### config.mk
export PLATFORM = sky130hd
export DESIGN_NAME = ffd_div
export DESIGN_NICKNAME = d
export VERILOG_FILES = /design/src/ffd_pkg.sv /design/src/ffd_div.sv
export SDC_FILE = /design/constraint.sdc
export NUM_CORES = 1
export LEC_CHECK = 0
export BUFFER_PORTS_ARGS = -buffer_cell sky130_fd_sc_hd__buf_2
export CAP_MARGIN = 20
export CORE_MARGIN = 5
export CORE_UTILIZATION = 41
export DETAILED_ROUTE_END_ITERATION = 10
export MAX_ROUTING_LAYER = met4
export RECOVER_POWER = 50
export SYNTH_ARGS = -nofsm -noshare
export SYNTH_HDL_FRONTEND = slang
export SYNTH_SLANG_ARGS = --single-unit
### constraint.sdc
create_clock -name clk -period 3.6 [get_ports clk]
set_input_delay 0.36 -clock clk [delete_from_list [all_inputs] [get_ports clk]]
set_output_delay 0.36 -clock clk [all_outputs]
set_load 0.02 [all_outputs]
### src/ffd_pkg.sv
`timescale 1ns / 1ps
// ----------------------------------------------------------------------------
// ffd_pkg: shared types and constants
// Point and weight types, fixed-point widths and register indexes.
// ----------------------------------------------------------------------------
package ffd_pkg;

  localparam int COORD_W = 32;   // signed Q15.16 coordinate
  localparam int SIZE_W  = 31;   // unsigned lattice edge length
  localparam int FRAC    = 30;   // fraction bits of lattice coordinates
  localparam int NPTS    = 64;   // 4x4x4 control points
  localparam int IDX_W   = 6;
  localparam int DIV_STEPS = 30;
  localparam int ACC_W   = 64;

  typedef logic signed [COORD_W-1:0] coord_t;
  typedef logic [SIZE_W-1:0]         size_t;
  typedef logic [SIZE_W-1:0]         frac_t;    // lattice coordinate, Q30
  typedef logic [COORD_W-1:0]        weight_t;  // Bernstein weight, Q30

  typedef struct packed {
    coord_t x;
    coord_t y;
    coord_t z;
  } point_t;

  typedef struct packed {
    logic start;
    logic done;
  } handshake_t;

  localparam logic [2:0] REG_ORIGIN_X = 3'd0;
  localparam logic [2:0] REG_ORIGIN_Y = 3'd1;
  localparam logic [2:0] REG_ORIGIN_Z = 3'd2;
  localparam logic [2:0] REG_SIZE_X   = 3'd3;
  localparam logic [2:0] REG_SIZE_Y   = 3'd4;
  localparam logic [2:0] REG_SIZE_Z   = 3'd5;

  localparam coord_t ORIGIN_RESET = 32'hFF88_0000;  // -120.0
  localparam size_t  SIZE_RESET   = 31'h00F0_0000;  // 240.0

endpackage

### src/ffd_div.sv
`timescale 1ns / 1ps
// ----------------------------------------------------------------------------
// ffd_div: lattice coordinate divider
// Restoring divide of d * 2^30 by size, one quotient bit per cycle, d <= size.
// ----------------------------------------------------------------------------
module ffd_div (
  input  logic                clk,
  input  logic                rst,
  input  logic                start,
  input  ffd_pkg::size_t      d,
  input  ffd_pkg::size_t      size,
  output logic                done,
  output ffd_pkg::frac_t      q
);

  logic [4:0]                 cnt;
  logic                       busy;
  logic [ffd_pkg::SIZE_W:0]   r;
  logic [ffd_pkg::SIZE_W:0]   r2;
  logic                       ge;

  assign r2   = {r[ffd_pkg::SIZE_W-1:0], 1'b0};
  assign ge   = r2 >= {1'b0, size};
  assign done = !busy;

  always_ff @(posedge clk) begin
    if (rst) begin
      busy <= 1'b0;
      cnt  <= '0;
    end else if (start) begin
      busy <= 1'b1;
      cnt  <= 5'(ffd_pkg::DIV_STEPS);
    end else if (busy) begin
      cnt <= cnt - 5'd1;
      if (cnt == 5'd1) begin
        busy <= 1'b0;
      end
    end
  end

  always_ff @(posedge clk) begin
    if (start) begin
      if (d == size) begin
        q <= ffd_pkg::frac_t'(1);
        r <= '0;
      end else begin
        q <= '0;
        r <= {1'b0, d};
      end
    end else if (busy) begin
      q <= {q[ffd_pkg::SIZE_W-2:0], ge};
      r <= ge ? (r2 - {1'b0, size}) : r2;
    end
  end

endmodule

==> results.cfg <==
[outcome]
status = complete, but fails checks
failed_checks = max-capacitance violations, max-slew violations

[timing]
setup_ws_ps = 424
hold_viol_final = 0
fmax_ghz = 0.315
slew_headroom_pct = -47.1
rsz0062_at_grt = no
fin_setup_tns_ps = 0
setup_viol = 0
maxSlewViolCount = 75
finClkSkew_ps = 11.4
finalCritPeriodShare_pct = 88.2
tightest_slew_ps = 2210
fin_crit_ps = 3180

[finish]
nFillCells = 1192
final_layout_size_suffix_gt1_share_pct = 14.6
regArea_sq_um = 1980
layout_common_cells = buf_2, edfxtp_1, o21ai_0
final_cell_area_sq_um = 6070
area_delta_synth_final_pct = 17.9
fin_util_pct = 48.7
final_net_count = 751
n_antenna_cell = 0
multi_input_area_sq_um = 2920
final_common_cell = buf_2

[synthesis]
yosys_warnings = 0
synthFlopType = edfxtp_1
syn-instance-count = 559
yosysUniqueCellTypes = 52
ys_ff_latch = 68
synth.avg_cell_area_sq_um = 9.21
ys_seq_area_share_pct = 38.5
synth_edf_count = 62
syn_area_sq_um = 5150
synthArstFlopShare_pct = 0
syn_nets = 658

[setup_path]
end_kind = flip-flop
crit_type = flip-flop to flip-flop
worstSetupStartpointType = flip-flop
cp_data_arrival_time_ps = 3260
required_ps = 3680
r2r_end = r[26]
worstReg2RegStart = r[0]
regToRegSetupSlack_ps = 420
worstPathMaxFanout = 4
r2r_cells = 11

[global_route]
grt_first_pass_wirelength_microns = 21700
grt_pass1_vias = 4290
grt-ovfl-total = 0
grt_util_all_layers_pct = 19.3
antenna_found_initial = 0
grt_max_degree = 44

[clock_tree]
clk_latency_ps = 340
cts_tree = done
hold_buffers = 0
clk_path_buf_depth = 2
cts-buffers-inserted = 9
htreeDepth = 3
cts_resized = 0
numClockSinks = 68
post_cts_buffers = 0
clk_pin_slew_ps = 60
cts-root-buf = clkbuf_16

[routing]
ant_nets = 0
post_drt_wl_per_cell_microns = 16.7
vias = 4332
first_iter_violations = 267
detail_route.vias_per_cell = 5.23
wl_microns = 13800
dr.pass1.iters = 5
drc = 0

[die]
start_util_pct = 41.3
die_area_sq_um = 14900
io_pins = 97
row_count = 41
die_h_microns = 122
core_sq_um = 12500
die_x_microns = 122

[power_and_ir_drop]
p_per_area_nw_per_um2 = 553
ir_drop_v = 0.000227
p_leak_nw = 2.65

[hold_path]
hold_class = primary input to flip-flop
min_from = rst
whs_path_depth = 2
holdPathEnd = cnt[2]

[placement]
dpl_cell_area_sq_um = 5840
dp_slack_ps = 302
gp_congestion = 0.918
placement.io_buffers = 96
dp_hpwl_microns = 10500

[flow_run]
drv_cap = 2
-- worst max path at each step --
stage	start	endpoint	depth (start not counted)
final	r[0]	r[26]	11
after global routing	r[0]	r[26]	11
after CTS	r[0]	r[26]	11
after detailed placement	size[0]	r[26]	13
after global placement	size[0]	r[26]	13
after floorplan	size[0]	r[26]	11
-- synthesized netlist by cell type (7+ instances only) --
library cell,n,area (sq um)
clkbuf_1,17,63.8
nor2_1,35,131
edfxtp_1,62,1860
nand2_1,41,154
nor3b_1,9,67.6
a21oi_1,38,190
a21o_1,18,135
o21a_1,9,67.6
mux2i_1,17,170
nand3_1,13,65.1
ha_1,33,413
nor2b_1,36,225
nand4_1,8,50.1
o21ai_0,45,225
xor2_1,31,272
xnor2_1,25,219
inv_1,42,158
nor3_1,7,35.0
a211oi_1,7,52.6
-- worst max-delay path: stages (launching register included) --
cell       delay (ps)
edfxtp_1          440
fa_1              450
a211oi_1          330
o21ai_1           170
nand3_1           150
nand2_1           140
a2111oi_0         550
buf_4             210
o31ai_1            70
a21oi_1           180
xor2_1            150
o21ai_0            80
-- through the flow --
stage	power, mW	std cells	hold slack, ps
2_1_floorplan	2.17	559	432
3_5_place_dp	2.55	813	552
6_report	3.36	829	268
3_3_place_gp	2.53	813	536
5_1_grt	3.58	829	296
4_1_cts	3.38	829	254
-- metal layers --
| layer | global-route usage [%] | part of all wire [%] |
|---|---|---|
| met5 | - | 0 |
| met4 | 7.21 | 2.8 |
| met3 | 2.92 | 5.0 |
| met2 | 29.7 | 45 |
| met1 | 25.7 | 47 |
-- state kept, by name, indices dropped and copies added, names as in the netlist --
| signal | flops |
|---|---|
| q | 31 |
| r | 31 |
| cnt | 5 |
| busy | 1 |
-- area by class of cell --
cell class | instances | share of cell area [%]
Sequential cell | 68 | 32.7
Inverter | 43 | 2.66
Tap cell | 172 | 3.55
Timing Repair Buffer | 104 | 8.60
Multi-Input combinational cell | 426 | 48.1
Clock buffer | 9 | 3.71
Clock inverter | 7 | 0.722
-- power by group --
part,internal [mW],switching [mW]
combinational,0.605,0.833
clock,0.462,0.350
sequential,1.03,0.0738
-- logic make-up after synthesis --
kind of cell	after synthesis	share of synthesized area, %
and+or+nand+nor	170	17.1
AOI/OAI and AO/OA	148	17.9
muxes	18	3.60
xor gates and xnor gates	56	9.53
DFF	68	38.5
adders and majority gates	34	8.41
buffers and inverters	65	4.96
No activity file was read; power rests on OpenSTA's default activity.
