$ cat src/ffd_pkg.sv
`timescale 1ns / 1ps
// ----------------------------------------------------------------------------
// ffd_pkg: shared types and constants
// Point and weight types, fixed-point widths and register indexes.
// ----------------------------------------------------------------------------
package ffd_pkg;

  localparam int COORD_W = 32;   // signed Q15.16 coordinate
  localparam int SIZE_W  = 31;   // unsigned lattice edge length
  localparam int FRAC    = 30;   // fraction bits of lattice coordinates
  localparam int NPTS    = 64;   // 4x4x4 control points
  localparam int IDX_W   = 6;
  localparam int DIV_STEPS = 30;
  localparam int ACC_W   = 64;

  typedef logic signed [COORD_W-1:0] coord_t;
  typedef logic [SIZE_W-1:0]         size_t;
  typedef logic [SIZE_W-1:0]         frac_t;    // lattice coordinate, Q30
  typedef logic [COORD_W-1:0]        weight_t;  // Bernstein weight, Q30

  typedef struct packed {
    coord_t x;
    coord_t y;
    coord_t z;
  } point_t;

  typedef struct packed {
    logic start;
    logic done;
  } handshake_t;

  localparam logic [2:0] REG_ORIGIN_X = 3'd0;
  localparam logic [2:0] REG_ORIGIN_Y = 3'd1;
  localparam logic [2:0] REG_ORIGIN_Z = 3'd2;
  localparam logic [2:0] REG_SIZE_X   = 3'd3;
  localparam logic [2:0] REG_SIZE_Y   = 3'd4;
  localparam logic [2:0] REG_SIZE_Z   = 3'd5;

  localparam coord_t ORIGIN_RESET = 32'hFF88_0000;  // -120.0
  localparam size_t  SIZE_RESET   = 31'h00F0_0000;  // 240.0

endpackage

$ cat src/ffd_bern.sv
`timescale 1ns / 1ps
// ----------------------------------------------------------------------------
// ffd_bern: cubic Bernstein weights for one axis
// Six truncated products through one shared multiplier.
// ----------------------------------------------------------------------------
module ffd_bern (
  input  logic              clk,
  input  logic              rst,
  input  logic              start,
  input  ffd_pkg::frac_t    s,
  output logic              done,
  output ffd_pkg::weight_t  w [4]
);

  localparam ffd_pkg::frac_t ONE = ffd_pkg::frac_t'(1) << ffd_pkg::FRAC;

  logic [2:0]           step;
  logic                 busy;
  ffd_pkg::frac_t       o, sp2, sp3, op2, op3, m1, m2;
  ffd_pkg::frac_t       a, b;
  logic [61:0]          prod;
  ffd_pkg::frac_t       p;

  assign o    = ONE - s;
  assign prod = a * b;
  assign p    = prod[60:30];
  assign done = !busy;

  always_comb begin
    case (step)
      3'd0:    begin a = s;   b = s;   end
      3'd1:    begin a = sp2; b = s;   end
      3'd2:    begin a = o;   b = o;   end
      3'd3:    begin a = op2; b = o;   end
      3'd4:    begin a = s;   b = op2; end
      3'd5:    begin a = sp2; b = o;   end
      default: begin a = '0;  b = '0;  end
    endcase
  end

  always_ff @(posedge clk) begin
    if (rst) begin
      busy <= 1'b0;
      step <= '0;
    end else if (start) begin
      busy <= 1'b1;
      step <= '0;
    end else if (busy) begin
      step <= step + 3'd1;
      if (step == 3'd5) begin
        busy <= 1'b0;
      end
    end
  end

  always_ff @(posedge clk) begin
    if (busy) begin
      case (step)
        3'd0:    sp2 <= p;
        3'd1:    sp3 <= p;
        3'd2:    op2 <= p;
        3'd3:    op3 <= p;
        3'd4:    m1  <= p;
        3'd5:    m2  <= p;
        default: ;
      endcase
    end
  end

  assign w[0] = {1'b0, op3};
  assign w[1] = 32'({1'b0, m1}) * 32'd3;
  assign w[2] = 32'({1'b0, m2}) * 32'd3;
  assign w[3] = {1'b0, sp3};

endmodule

$ cat config.mk
export PLATFORM = sky130hd
export DESIGN_NAME = ffd_bern
export DESIGN_NICKNAME = d
export VERILOG_FILES = /design/src/ffd_pkg.sv /design/src/ffd_bern.sv
export SDC_FILE = /design/constraint.sdc
export NUM_CORES = 2
export LEC_CHECK = 0
export ABC_CLOCK_PERIOD_IN_PS = 16000
export BUFFER_PORTS_ARGS = -buffer_cell sky130_fd_sc_hd__clkbuf_2
export CAP_MARGIN = 20
export CORE_MARGIN = 5
export CORE_UTILIZATION = 53
export CTS_CLUSTER_DIAMETER = 50
export DETAILED_ROUTE_END_ITERATION = 8
export PLACE_DENSITY = 0.72
export SLEW_MARGIN = 25
export SYNTH_ARGS = -nofsm -noshare
export SYNTH_HDL_FRONTEND = slang
export SYNTH_SLANG_ARGS = --single-unit
$ cat constraint.sdc
create_clock -name clk -period 16 [get_ports clk]
set_clock_uncertainty 0.1 [all_clocks]
set_input_delay 3.2 -clock clk [delete_from_list [all_inputs] [get_ports clk]]
set_output_delay 3.2 -clock clk [all_outputs]
set_load 0.005 [all_outputs]
==> out/summary.txt <==
area delta synth->final: 7.19%
GRT Total Usage: 0.331
Layout Nets: 5633
met1 Track Usage GR: 0.415
hold_sp: step[1]
worst skew pair latency: 0.45 ns
top-area cell type share of the netlist area: 0.415
total CTS buffers: 17
Warnings, synthesis: 0
synth top area cells: fa_1 41%, edfxtp_1 14%, ha_1 9.7%
min-delay worst type: flop to flop
post-DP HPWL: 107 mm
I/O Buffers: 160
Num Clock Sinks: 190
Post-CTS Hold Buffers: 0
Rows: 101
GPL Wtd Cong: 1.04
Worst EP required: 16.08 ns
post-synthesis sequential area ratio: 0.140
Die Area: 81800 µm²
Crit path top cell by count: fa_1
Setup Buffers After CTS: 0
core area: 75700 µm²
Initial Util: 0.534
MaxCap Viol Count: 0
CTS tree: yes
die height: 286 µm
Slew Viols, Final: 0
buffer and inverter count on the worst path: 5
post-synthesis register bit count: 190
Total Wirelength: 134 mm
Multi-input gate area: 30900 µm²
Post-synth EDFFs: 186
DRC viols: 1
largest net degree at the start of global routing: 55
CTS root buffer: clkbuf_16
Congestion Overflow GR: 0
first-pass GRT wire length: 204 mm
flop2flop setup slack: 3.85 ns
Reg-to-Reg Start: step[2]
leading area contributor after synthesis: fa_1
clock tree buffer depth: 2
setup TNS: 0 ns
reg2reg end: sp2[29]
Storage cell area: 5670 µm²
GRT Max-Usage Layer: met2
H-tree depth: 4
delay-heaviest family, CP: adder cells
First-pass DRT Iterations: 9
Critical Path Slowest Stage Cell: and3_1
hold endpoint: step[1]
Fill cells: 6637
measured slew at the worst slew-check pin: 1.15 ns
crit share post-route: 0.909
met2 GRT Util: 0.520
Max stage delay on crit path: 0.62 ns
Worst-path clk slew: 0.08 ns
Max Fclk: 68.8 MHz
Async SR Flop Fraction: 0
1st-iter DRT viols: 3649
Crit Path Max Fanout: 14
initial antenna violation count: 10
wire per inst: 24.6 µm
Syn Inst Count: 4381
worst endpoint data arrival time: 14.63 ns
number of global-route vias before repair: 34571
most common cell in the netlist: inv_1
Cell Area, Synth: 40400 µm²
Min Hold Slack: 0.473 ns
width of the chip: 286 µm
RSZ-0062 raised after global routing: no
failing checks: DRC
hold depth: 2
relative slew slack: 0.231
R2R depth: 29
post-cts sizing count: 0
I/O pin count: 163
Top FF cell, synth: edfxtp_1
final setup vio count: 0
Syn Area/Cell: 9.22 µm²
Tmin final: 14.54 ns
fraction of layout cells with a size suffix above 1: 0.0818
Worst Setup End Kind: flop
Synth cell types: 81
startpoint types: primary input
vias per inst: 6.00
outcome: complete, but fails checks
synth cell count leaders: 873 x inv_1, 837 x fa_1, 629 x nand2_1, 516 x nor2_1, 312 x ha_1
GRT met3 Usage: 0.0943
Final Hold Vio Count: 0
via count: 32703
crit path kind: primary input to flop
antenna-violating nets left: 0
[metal layers]
metal / routed length, µm / part of all wire
met1: 46500 / 0.35
met2: 60100 / 0.45
met5: 45 / 0.00034
met3: 17500 / 0.13
met4: 10100 / 0.075
[worst max-delay path by stage]
| stage | cells after the start | start | slack (ns) | endpoint |
|---|---|---|---|---|
| final | 34 | s[3] | 1.46 | sp2[29] |
| after global routing | 34 | s[3] | 0.92 | sp2[29] |
| after CTS | 34 | s[3] | 1.66 | sp2[29] |
| after detailed placement | 34 | s[3] | 1.19 | op3[29] |
| after global placement | 32 | s[3] | 1.31 | op2[17] |
| after floorplan | 38 | s[3] | 2.95 | m1[30] |
[placed cells by master (no fill, tap or decap), drive strengths merged, types with 5 or more instances in the layout]
master	netlist	layout
nor3b	5	5
a221oi	5	5
o211ai	6	6
nor2	516	516
a21boi	10	10
or3	18	18
nand3b	5	5
and3	33	33
nor3	41	41
clkbuf	192	178
nand4	13	13
nor4	17	17
o21bai	14	14
buf	31	112
nand2b	9	9
xnor2	68	68
nor2b	22	22
xor2	28	28
a22oi	29	29
a222oi	5	5
nand3	42	42
ha	312	312
diode	0	5
a31oi	19	19
a221o	6	6
a21o	60	60
a2111oi	5	5
a211oi	11	11
nand2	630	630
edfxtp	186	186
o21a	15	15
and2	20	20
o311a	29	29
or2	7	7
o311ai	27	27
a21oi	93	93
o21ai	94	94
inv	873	883
fa	837	837
[tightest hold or removal path, stage by stage (launching register included)]
cell	delay, ns
dfxtp_1	0.34
mux2i_1	0.13
nor3_1	0.05
[cell families (layout without fill, tap and decap cells)]
logic type / after synthesis / after routing / synth area share
AO/OA/AOI/OAI: 461 / 461 / 0.0795
other: 1 / 7 / 0.0000928
AND/OR/NAND/NOR: 1385 / 1385 / 0.144
XOR/XNOR: 96 / 96 / 0.0208
buffers and inverters: 1096 / 1177 / 0.104
multiplexers: 3 / 3 / 0.000744
flip-flops: 190 / 190 / 0.140
adder cells (fa/ha/maj): 1149 / 1149 / 0.512
[state kept, by name, indices dropped and copies added, names as in the netlist]
signal and count:
sp3 31, step 3, m1 31, sp2 31, op2 31, op3 31
m2 31, busy 1
[through the flow]
step | utilization | instance area, µm² | std cells | setup slack [ns]
5_1_grt | 0.572 | 43300 | 5443 | 0.918
4_1_cts | 0.571 | 43300 | 5441 | 1.66
3_5_place_dp | 0.564 | 42700 | 5409 | 1.19
6_report | 0.572 | 43300 | 5446 | 1.46
3_3_place_gp | 0.564 | 42700 | 5409 | 1.31
2_1_floorplan | - | 40400 | 4382 | 2.95
[final cells by class]
| class | instances | share of cell area |
|---|---|---|
| multi-input cells | 3096 | 0.714 |
| flip-flops and latches | 190 | 0.131 |
| inverters | 873 | 0.0757 |
| repair buffers | 272 | 0.0379 |
| well taps | 978 | 0.0283 |
| clock buffers | 18 | 0.00991 |
| clock inverters | 14 | 0.00315 |
| diodes | 5 | 0.000289 |
Power is left out: the tool's default activity adds up to more than one toggle a clock period on the data nets, which glitch-free logic cannot reach.
