==> src/ffd_pkg.sv <==
`timescale 1ns / 1ps
// ----------------------------------------------------------------------------
// ffd_pkg: shared types and constants
// Point and weight types, fixed-point widths and register indexes.
// ----------------------------------------------------------------------------
package ffd_pkg;

  localparam int COORD_W = 32;   // signed Q15.16 coordinate
  localparam int SIZE_W  = 31;   // unsigned lattice edge length
  localparam int FRAC    = 30;   // fraction bits of lattice coordinates
  localparam int NPTS    = 64;   // 4x4x4 control points
  localparam int IDX_W   = 6;
  localparam int DIV_STEPS = 30;
  localparam int ACC_W   = 64;

  typedef logic signed [COORD_W-1:0] coord_t;
  typedef logic [SIZE_W-1:0]         size_t;
  typedef logic [SIZE_W-1:0]         frac_t;    // lattice coordinate, Q30
  typedef logic [COORD_W-1:0]        weight_t;  // Bernstein weight, Q30

  typedef struct packed {
    coord_t x;
    coord_t y;
    coord_t z;
  } point_t;

  typedef struct packed {
    logic start;
    logic done;
  } handshake_t;

  localparam logic [2:0] REG_ORIGIN_X = 3'd0;
  localparam logic [2:0] REG_ORIGIN_Y = 3'd1;
  localparam logic [2:0] REG_ORIGIN_Z = 3'd2;
  localparam logic [2:0] REG_SIZE_X   = 3'd3;
  localparam logic [2:0] REG_SIZE_Y   = 3'd4;
  localparam logic [2:0] REG_SIZE_Z   = 3'd5;

  localparam coord_t ORIGIN_RESET = 32'hFF88_0000;  // -120.0
  localparam size_t  SIZE_RESET   = 31'h00F0_0000;  // 240.0

endpackage

==> src/ffd_cell.sv <==
`timescale 1ns / 1ps
// ----------------------------------------------------------------------------
// ffd_cell: one control point cell of the lattice ring
// Holds one point and passes it to its neighbor every cycle.
// ----------------------------------------------------------------------------
module ffd_cell (
  input  logic            clk,
  input  ffd_pkg::point_t d,
  output ffd_pkg::point_t q
);

  always_ff @(posedge clk) begin
    q <= d;
  end

endmodule

==> config.mk <==
export PLATFORM = sky130hd
export DESIGN_NAME = ffd_cell
export DESIGN_NICKNAME = d
export VERILOG_FILES = /design/src/ffd_pkg.sv /design/src/ffd_cell.sv
export SDC_FILE = /design/constraint.sdc
export NUM_CORES = 1
export LEC_CHECK = 0
export ABC_AREA = 1
export ABC_CLOCK_PERIOD_IN_PS = 950
export BUFFER_PORTS_ARGS = -buffer_cell sky130_fd_sc_hd__buf_2
export CAP_MARGIN = 20
export CORE_UTILIZATION = 36
export DETAILED_ROUTE_END_ITERATION = 6
export PLACE_DENSITY = 0.81
export SYNTH_ARGS = -nofsm -noshare
export SYNTH_HDL_FRONTEND = slang
export SYNTH_SLANG_ARGS = --single-unit
export TNS_END_PERCENT = 20
==> constraint.sdc <==
create_clock -name clk -period 0.95 [get_ports clk]
set_clock_uncertainty 0.2 [all_clocks]
set_input_delay 0.1425 -clock clk [delete_from_list [all_inputs] [get_ports clk]]
set_output_delay 0.1425 -clock clk [all_outputs]
set_load 0.02 [all_outputs]
==> results of run 1 <==
==> area by class of cell <==
class / instances / area, um^2 / area share, %
Timing Repair Buffer: 288 / 2520 / 51.8
Sequential cell: 96 / 2040 / 41.9
Clock buffer: 12 / 165 / 3.39
Tap cell: 70 / 87.6 / 1.80
Clock inverter: 4 / 51.3 / 1.05
==> what timing repair did <==
action,4_1_cts,5_1_grt
endpoints found under the setup margin,96,96
resized for setup,287,1
hold endpoints to repair,96,0
hold buffers,96,0
==> cell usage in the layout, fill, tap and decap left out, drive strengths merged <==
cell type      n
clkinv         2
clkinvlp       1
buf          192
clkbuf        12
bufinv         1
dfxtp         96
dlygate4sd3   96
==> through the flow <==
stage / std cells / area [um^2] / setup WS (ns) / total power (uW) / utilization, %
2_1_floorplan: 96 / 1920 / 0.212 / 4670 / -
3_3_place_gp: 358 / 2970 / 0.148 / 5030 / 57.8
3_5_place_dp: 358 / 2970 / 0.137 / 5060 / 57.8
4_1_cts: 470 / 4870 / -0.202 / 8400 / 94.7
5_1_grt: 470 / 4870 / -0.257 / 8880 / 94.7
6_report: 470 / 4870 / -0.217 / 8560 / 94.7
==> how the worst max path moves through the flow <==
stage                        startpoint  endpoint  slack (ns)  depth (start not counted)
final                     q[71]$_DFF_P_     q[71]       -0.22                          1
after global routing      q[91]$_DFF_P_     q[91]       -0.26                          1
after CTS                 q[92]$_DFF_P_     q[92]       -0.20                          1
after detailed placement  q[92]$_DFF_P_     q[92]        0.14                          1
after global placement    q[18]$_DFF_P_     q[18]        0.15                          1
after floorplan            q[0]$_DFF_P_      q[0]        0.21                          0
==> power breakdown <==
part / leakage (uW) / internal [uW] / total, uW / switching, uW
combinational: 0.00136 / 786 / 1320 / 532
clock: 0.000109 / 1440 / 2840 / 1400
sequential: 0.000811 / 4280 / 4410 / 126
total: 0.00228 / 6510 / 8560 / 2060
==> kinds of logic after synthesis <==
group  count (synthesis)
flops                 96
==> layer usage <==
| metal | wire, um | up-vias |
|---|---|---|
| met4 | 450 | 0 |
| met3 | 469 | 32 |
| met5 | 0 | - |
| li1 | - | 889 |
| met2 | 5510 | 103 |
| met1 | 2960 | 934 |
==> reports/metrics.cfg, run 1 <==
[worst_hold_path]
holdPathStages=2
min_from=d[10]
hold_end=q[10]$_DFF_P_
hold_path_class=input pin to flip-flop

[floorplanning]
die_area_um2=5630
io_pins=193
fp.dieH_um=75.1
initial_utilization_pct=37.4
die_x_um=75.1
rows=26
coreArea_um2=5140

[final_layout]
drive_gt1_share_pct=76.0
largest_reg_flops=96
multi_input_area_um2=0
multi_input_cells=0
top_regs=q x96
fillers=141
largest_register=q
nets=492
n_antenna_cell=0
syn_to_final_growth_pct=153

[sta]
fin_ws_ns=-0.217
min_period_ns=1.17
rsz0062_at_grt=true
holdWs_ns=0.235
setup_tns_ns=-17.58
timing.fmax_mhz=857
finalCritPeriodShare_pct=123
slew_violations=0
slew_headroom_pct=92.7
worstMarginPinSlew_ns=0.109
finalSetupViolations=96
hold_violations=0

[synth]
syn-num-nets=193
synth.distinct_cells=1
yosys.area_share.simple_pct=0
syn_avg_cell_area_um2=20.0
synth-edff-count=0
synth_commonest_cells=96 x dfxtp_1
async_flop_share_pct=0
synth_most_common_cell=dfxtp_1
synthAdderAreaFrac_pct=0
yosysTopAreaCell=dfxtp_1
syn_inst=96
synth_compound_area_share_pct=0
yosysSeqAreaShare_pct=100
synth-main-ff-cell=dfxtp_1
yosysWarnings=0
synth_top_cell_area_share_pct=100
synthTopCellsByArea=dfxtp_1 100%
ys_ff_latch=96
synth_area_um2=1920
synthXorXnorAreaFrac_pct=0
synthMuxAreaShare_pct=0

[setup_path]
crit_required_ns=0.61
slowest_stage=dfxtp_2
crit_chain=buf_6
path_class=flip-flop to primary output
cp_data_arrival_time_ns=0.82
path_buf_inv=1
start_kind=flip-flop
slowest_delay_ns=0.37
endpoint_kind=primary output
crit_fanout=1
crit_family=flip-flops

[route]
routed-via-count=1958
wl_um=9400
wl_per_cell_um=20.0
drt_iter0_drc=61
drt-pass1-iter-count=4
drc=0
vias_per_cell=4.17
ant_nets=0

[global_route]
grt_pass1_wl_um=12800
grt_busiest_layer=met2
overflow=0
grt_antenna_before_repair=0
grtUsageMet1_pct=30.1
globalRouteTotalUtil_pct=33.9
grt_max_degree=16
met3_usage_pct=9.24
first_global_vias=2235
use_met2_pct=66.8

[pwr]
power.leakage_uw=0.00228
ir_worst_vdd_uv=1580
power_density_nw_per_um2=1760

[cts]
cts_tree=yes
cts_sinks=96
postCtsSetupBuffers=0
clk_pin_slew_worst_paths_ns=0.09
root_buffer=clkbuf_8
cts-buffers-inserted=9
h-tree-depth=3
clockBufferDepth=2

[placed_design]
gp_congestion=0.631
dpl.hpwl_um=3300
port_buffers=192

[flow_run]
cap_violations=0

[outcome]
violations=negative setup slack
outcome=finished with violations

(Power assumes the default switching activity.)
==> inputs of run 2 (changes only) <==
==> constraint.sdc (replaced) <==
create_clock -name clk -period 0.95 [get_ports clk]
set_clock_uncertainty 0.2 [all_clocks]
set_input_delay 0.0475 -clock clk [delete_from_list [all_inputs] [get_ports clk]]
set_output_delay 0.0475 -clock clk [all_outputs]
set_load 0.02 [all_outputs]
==> run 2 against run 1 <==
  * The flow now stops in 4_1_cts
  * Synthesized cell count unchanged
  * Synthesized area did not move
==> reports/metrics.cfg, run 2 <==
[cts]
root_buffer=clkbuf_8  ; unchanged
clockBufferDepth=2  ; unchanged
cts_hold_buf=96  ; unchanged
cts_resized=286  ; was 287
h-tree-depth=3  ; unchanged
cts-buffers-inserted=9  ; unchanged
cts_sinks=96  ; unchanged
postCtsSetupBuffers=0  ; unchanged

[synth]
async_flop_share_pct=0  ; unchanged
synth_most_common_cell=dfxtp_1  ; unchanged
syn-num-nets=193  ; unchanged
yosysTopAreaCell=dfxtp_1  ; unchanged
synthTopCellsByArea=dfxtp_1 100%  ; unchanged
synth.distinct_cells=1  ; unchanged
synth_area_um2=1920  ; unchanged
synth-main-ff-cell=dfxtp_1  ; unchanged
syn_avg_cell_area_um2=20.0  ; unchanged
synth_commonest_cells=96 x dfxtp_1  ; unchanged
syn_inst=96  ; unchanged
yosysWarnings=0  ; unchanged
synth_top_cell_area_share_pct=100  ; unchanged
synth-edff-count=0  ; unchanged
ys_ff_latch=96  ; unchanged
yosysSeqAreaShare_pct=100  ; unchanged

[floorplanning]
rows=26  ; unchanged
initial_utilization_pct=37.4  ; unchanged
io_pins=193  ; unchanged
die_x_um=75.1  ; unchanged
fp.dieH_um=75.1  ; unchanged

[outcome]
outcome=did not finish  ; was finished with violations
haltStage=4_1_cts
error=[ERROR DPL-0033] detailed placement checks failed during check placement.

[placed_design]
dpl.hpwl_um=3220  ; was 3300 um
port_buffers=192  ; unchanged
gp_congestion=0.630  ; was 0.631

==> run 2: cells by family after synthesis <==
| kind of cell | count (synthesis) | synth area share, % |
|---|---|---|
| flops | 96 | 100 |
==> run 2: metrics by stage <==
stage          std cells  setup WS, ns  hold WS, ns  cell area [um^2]
2_1_floorplan         96         0.307       -0.125              1920
3_3_place_gp         358         0.243      -0.0508              2970
3_5_place_dp         358         0.237      -0.0489              2970
==> inputs of run 3 (changes only) <==
--- a/config.mk
+++ b/config.mk
@@ -9,9 +9,9 @@
 export ABC_CLOCK_PERIOD_IN_PS = 950
 export BUFFER_PORTS_ARGS = -buffer_cell sky130_fd_sc_hd__buf_2
 export CAP_MARGIN = 20
-export CORE_UTILIZATION = 36
+export CORE_UTILIZATION = 35
 export DETAILED_ROUTE_END_ITERATION = 6
-export PLACE_DENSITY = 0.81
+export PLACE_DENSITY_LB_ADDON = 0.15
 export SYNTH_ARGS = -nofsm -noshare
 export SYNTH_HDL_FRONTEND = slang
 export SYNTH_SLANG_ARGS = --single-unit
==> run 3 against run 2 <==
  * The flow now finishes, with violations (negative setup slack)
==> reports/metrics.cfg, run 3 (synthesis results as in run 1) <==
[cts]
h-tree-depth=3  ; unchanged
cts-buffers-inserted=9  ; unchanged
cts_tree=yes
clockBufferDepth=2  ; unchanged
cts_sinks=96  ; unchanged
postCtsSetupBuffers=0  ; unchanged
clk_pin_slew_worst_paths_ns=0.10
root_buffer=clkbuf_8  ; unchanged

[final_layout]
syn_to_final_growth_pct=152
multi_input_area_um2=0
largest_register=q
n_antenna_cell=0
largest_reg_flops=96
multi_input_cells=0
final_cell_mix=96 x dlygate4sd3_1, 96 x buf_2, 96 x buf_6, 96 x dfxtp_2, 10 x clkbuf_8
nets=492
top_regs=q x96
drive_gt1_share_pct=75.8

[worst_hold_path]
hold_path_class=input pin to flip-flop

[sta]
timing.fmax_mhz=929
rsz0062_at_grt=true
worstMarginPinSlew_ns=0.107
setup_tns_ns=-9.46
holdWs_ns=0.121
fin_ws_ns=-0.127
finalCritPeriodShare_pct=113
slew_headroom_pct=92.8
hold_violations=0
slew_violations=0
min_period_ns=1.08
finalSetupViolations=96

[setup_path]
path_class=flip-flop to primary output
crit_chain=buf_6
crit_fanout=1
path_buf_inv=1
cp_data_arrival_time_ns=0.83
crit_family=flip-flops
endpoint_kind=primary output
slowest_stage=dfxtp_2
slowest_delay_ns=0.36
start_kind=flip-flop
crit_required_ns=0.70

[outcome]
outcome=finished with violations  ; was did not finish
violations=negative setup slack

[placed_design]
port_buffers=192  ; unchanged
gp_congestion=0.783  ; was 0.630
dpl.hpwl_um=3720  ; was 3220 um

[floorplanning]
die_x_um=76.1  ; was 75.1 um
die_area_um2=5790
fp.dieH_um=76.1  ; was 75.1 um
io_pins=193  ; unchanged
initial_utilization_pct=36.9  ; was 37.4%
coreArea_um2=5200
rows=26  ; unchanged

[global_route]
first_global_vias=2300
grt_max_degree=16
grt_antenna_before_repair=0
grt_pass1_wl_um=13000
overflow=0
globalRouteTotalUtil_pct=31.2

[route]
drc=0
wl_per_cell_um=18.5
routed-via-count=1965
wl_um=8670
drt-pass1-iter-count=4
drt_iter0_drc=43
ant_nets=0
vias_per_cell=4.18

[pwr]
power_density_nw_per_um2=1730
ir_worst_vdd_uv=1460
power.leakage_uw=0.00227

[flow_run]
cap_violations=0

-- run 3: final cells by class --
class                   count  area [um^2]
well taps                  70         87.6
repair buffers            288         2520
fillers                   172          355
clock buffers              11          141
clock inverters             5         56.3
flip-flops and latches     96         2040
-- run 3: path summary, 6_finish.rpt --
path,startpoint,end,slack (ns),cells after the start
max,q[32]$_DFF_P_,q[32],-0.13,1
min,d[65],q[65]$_DFF_P_,0.12,2
-- run 3: power breakdown --
part	switching (uW)	total, uW	internal [uW]
Sequential	121	4400	4280
Combinational	515	1300	785
Clock	1390	2680	1290
-- run 3: metal layers --
metal	track usage [%]	vias up	share of wire (%)
met5	0	-	0
met2	59.0	139	54
li1	-	890	-
met1	30.1	912	34
met3	10.5	24	8.4
met4	14.8	0	3.3
-- run 3: repair_timing --
item | CTS | global route
hold buffers | 96 | 0
endpoints found under the setup margin | 96 | 96
gates resized for setup | 287 | 1
hold endpoints to repair | 96 | 0
-- run 3: through the flow --
step | std cells | total power (uW) | setup slack [ns] | area, um^2 | util, %
floorplan | 96 | 4670 | 0.307 | 1920 | -
global route | 470 | 8660 | -0.155 | 4850 | 93.2
global placement | 358 | 5050 | 0.234 | 2970 | 57.1
CTS | 470 | 8270 | -0.109 | 4850 | 93.1
detailed placement | 358 | 5070 | 0.223 | 2970 | 57.1
finish | 470 | 8380 | -0.127 | 4850 | 93.2
==> inputs of run 4 (changes only) <==
--- a/config.mk
+++ b/config.mk
@@ -6,10 +6,9 @@
 export NUM_CORES = 1
 export LEC_CHECK = 0
 export ABC_AREA = 1
-export ABC_CLOCK_PERIOD_IN_PS = 950
 export BUFFER_PORTS_ARGS = -buffer_cell sky130_fd_sc_hd__buf_2
 export CAP_MARGIN = 20
-export CORE_UTILIZATION = 35
+export CORE_UTILIZATION = 31
 export DETAILED_ROUTE_END_ITERATION = 6
 export PLACE_DENSITY_LB_ADDON = 0.15
 export SYNTH_ARGS = -nofsm -noshare
==> constraint.sdc (replaced) <==
create_clock -name clk -period 0.9 [get_ports clk]
set_clock_uncertainty 0.2 [all_clocks]
set_input_delay 0.045 -clock clk [delete_from_list [all_inputs] [get_ports clk]]
set_output_delay 0.045 -clock clk [all_outputs]
set_load 0.02 [all_outputs]
==> run 4 against run 3 <==
  * The run still ends with negative setup slack left
  * Cell area is 0.36% lower
  * Sequential share of layout area is 0.15 points higher
  * Clock power is 6% lower
  * Die area is 13% higher
  * Routed wire length is 12% lower
  * Total power is 1.5% higher
  * Sequential cell count stayed put
  * Combinational power is 5% higher
  * Clock-buffer cell count is 1 higher
  * Cell count is 1.1% higher
  * Critical path depth stayed put
  * Critical endpoint is now q[90]
  * Largest cell class unchanged
  * Largest power group unchanged
==> reports/metrics.cfg, run 4 (synthesis results as in run 1) <==
[final_layout]
multi_input_area_um2=0  ; unchanged
design_area_um2=4830  ; was 4850 um^2
multi_input_cells=0  ; unchanged
final_cell_mix=96 x dlygate4sd3_1, 96 x buf_2, 96 x buf_6, 96 x dfxtp_2, 10 x clkbuf_8  ; unchanged
drive_gt1_share_pct=75.5  ; was 75.8%
ff_latch_area_um2=2040  ; unchanged
syn_to_final_growth_pct=151  ; was 152%
largest_register=q  ; unchanged
largest_reg_flops=96  ; unchanged
fillers=305  ; was 172
nets=492  ; unchanged
n_antenna_cell=0  ; unchanged
top_regs=q x96  ; unchanged

[worst_hold_path]
min_from=d[7]  ; was d[65]
hold_path_class=input pin to flip-flop  ; unchanged
holdPathStages=2  ; unchanged

[floorplanning]
fp.dieH_um=80.7  ; was 76.1 um
rows=28  ; was 26
die_area_um2=6520  ; was 5790 um^2
io_pins=193  ; unchanged
coreArea_um2=5960  ; was 5200 um^2
die_x_um=80.7  ; was 76.1 um
initial_utilization_pct=32.3  ; was 36.9%

[setup_path]
crit_start=q[90]$_DFF_P_  ; was q[32]$_DFF_P_
path_class=flip-flop to primary output  ; unchanged
slowest_delay_ns=0.35  ; was 0.36 ns
worst-path-stages=1  ; unchanged
endpoint_kind=primary output  ; unchanged
crit_required_ns=0.65  ; was 0.70 ns
crit_fanout=1  ; unchanged
path_buf_inv=1  ; unchanged
start_kind=flip-flop  ; unchanged
slowest_stage=dfxtp_2  ; unchanged
crit_chain=buf_6  ; unchanged
cp_data_arrival_time_ns=0.81  ; was 0.83 ns
crit_family=flip-flops  ; unchanged

[cts]
cts-buffers-inserted=9  ; unchanged
cts_tree=yes  ; unchanged
clockBufferDepth=2  ; unchanged
h-tree-depth=3  ; unchanged
postCtsSetupBuffers=0  ; unchanged
clk_pin_slew_worst_paths_ns=0.09  ; was 0.10 ns
root_buffer=clkbuf_8  ; unchanged
cts_sinks=96  ; unchanged

[sta]
fin_ws_ns=-0.160  ; was -0.127 ns
min_period_ns=1.06
finalSetupViolations=96  ; unchanged
slew_violations=0  ; unchanged
finalCritPeriodShare_pct=118
hold_violations=0  ; unchanged
rsz0062_at_grt=true  ; unchanged
slew_headroom_pct=92.6  ; was 92.8%
setup_tns_ns=-13.30  ; was -9.46 ns
timing.fmax_mhz=944
worstMarginPinSlew_ns=0.110  ; was 0.107 ns

[pwr]
ir_worst_vdd_uv=1160  ; was 1460 uV
power_density_nw_per_um2=1760  ; was 1730 nW/um^2
power.leakage_uw=0.00225  ; was 0.00227 uW

[outcome]
outcome=finished with violations  ; unchanged
violations=negative setup slack  ; unchanged

[route]
drt-pass1-iter-count=4  ; unchanged
drc=0  ; unchanged
routed-via-count=1913  ; was 1965
wl_per_cell_um=16.1  ; was 18.5 um
wl_um=7660  ; was 8670 um
drt_iter0_drc=50  ; was 43
vias_per_cell=4.03  ; was 4.18
ant_nets=0  ; unchanged

[global_route]
first_global_vias=2072  ; was 2300
grt_antenna_before_repair=0  ; unchanged
grt_pass1_wl_um=10500  ; was 13000 um
globalRouteTotalUtil_pct=23.0  ; was 31.2%
grt_max_degree=16  ; unchanged
overflow=0  ; unchanged

[placed_design]
post_dp_cell_area_um2=2980  ; was 2970 um^2
dpl.hpwl_um=3560  ; was 3720 um
dp_slack_ns=0.188  ; was 0.223 ns
port_buffers=192  ; unchanged
gp_congestion=0.692  ; was 0.783

[flow_run]
cap_violations=0  ; unchanged

==> run 4: changes by cell type in the layout (fill, tap and decap cells not counted) <==
cell	before	now
bufinv_16	1	0
clkbuf_1	1	2
clkinv_2	2	1
clkinv_4	1	0
clkinvlp_4	1	2
inv_6	0	1
==> run 4: where the power goes <==
| group | internal [uW] | switching [uW] | leakage [uW] |
|---|---|---|---|
| Sequential | 4520 | 118 | 0.000811 |
| Clock | 1090 | 1420 | 0.0000830 |
| Combinational | 828 | 529 | 0.00136 |
| Total | 6440 | 2070 | 0.00225 |
==> run 4: area by class of cell <==
| type | count | share of cell area (%) |
|---|---|---|
| clock buffers | 12 | 3.00 |
| clock inverters | 4 | 0.596 |
| flip-flops and latches | 96 | 42.3 |
| well taps | 75 | 1.94 |
| repair buffers | 288 | 52.2 |
==> run 4: metal layers <==
layer	GRT usage [%]	vias up	part of all wire [%]
li1	-	892	-
met5	0	-	0
met4	11.6	0	2.8
met3	8.65	19	10
met1	21.4	868	32
met2	43.5	134	55
==> run 4: stage by stage <==
stage          hold slack [ns]  total power (uW)  utilization [%]  instances
2_1_floorplan           -0.127              4930                -         96
3_3_place_gp           -0.0527              5330             50.0        363
3_5_place_dp           -0.0514              5340             50.0        363
4_1_cts                  0.112              8480             81.1        475
5_1_grt                  0.110              8860             81.1        475
6_report                 0.122              8500             81.1        475
==> run 4: timing repair <==
| item | in CTS | in global routing |
|---|---|---|
| endpoints found under the setup margin | 96 | 96 |
| cloned | 0 | 0 |
| hold buffers | 96 | 0 |
| gates resized for setup | 288 | 0 |
| endpoints found under the hold margin | 96 | 0 |
==> run 4: worst paths after layout <==
kind	to	slack (ns)
worst max-delay path	q[90]	-0.16
worst min-delay path	q[7]$_DFF_P_	0.12
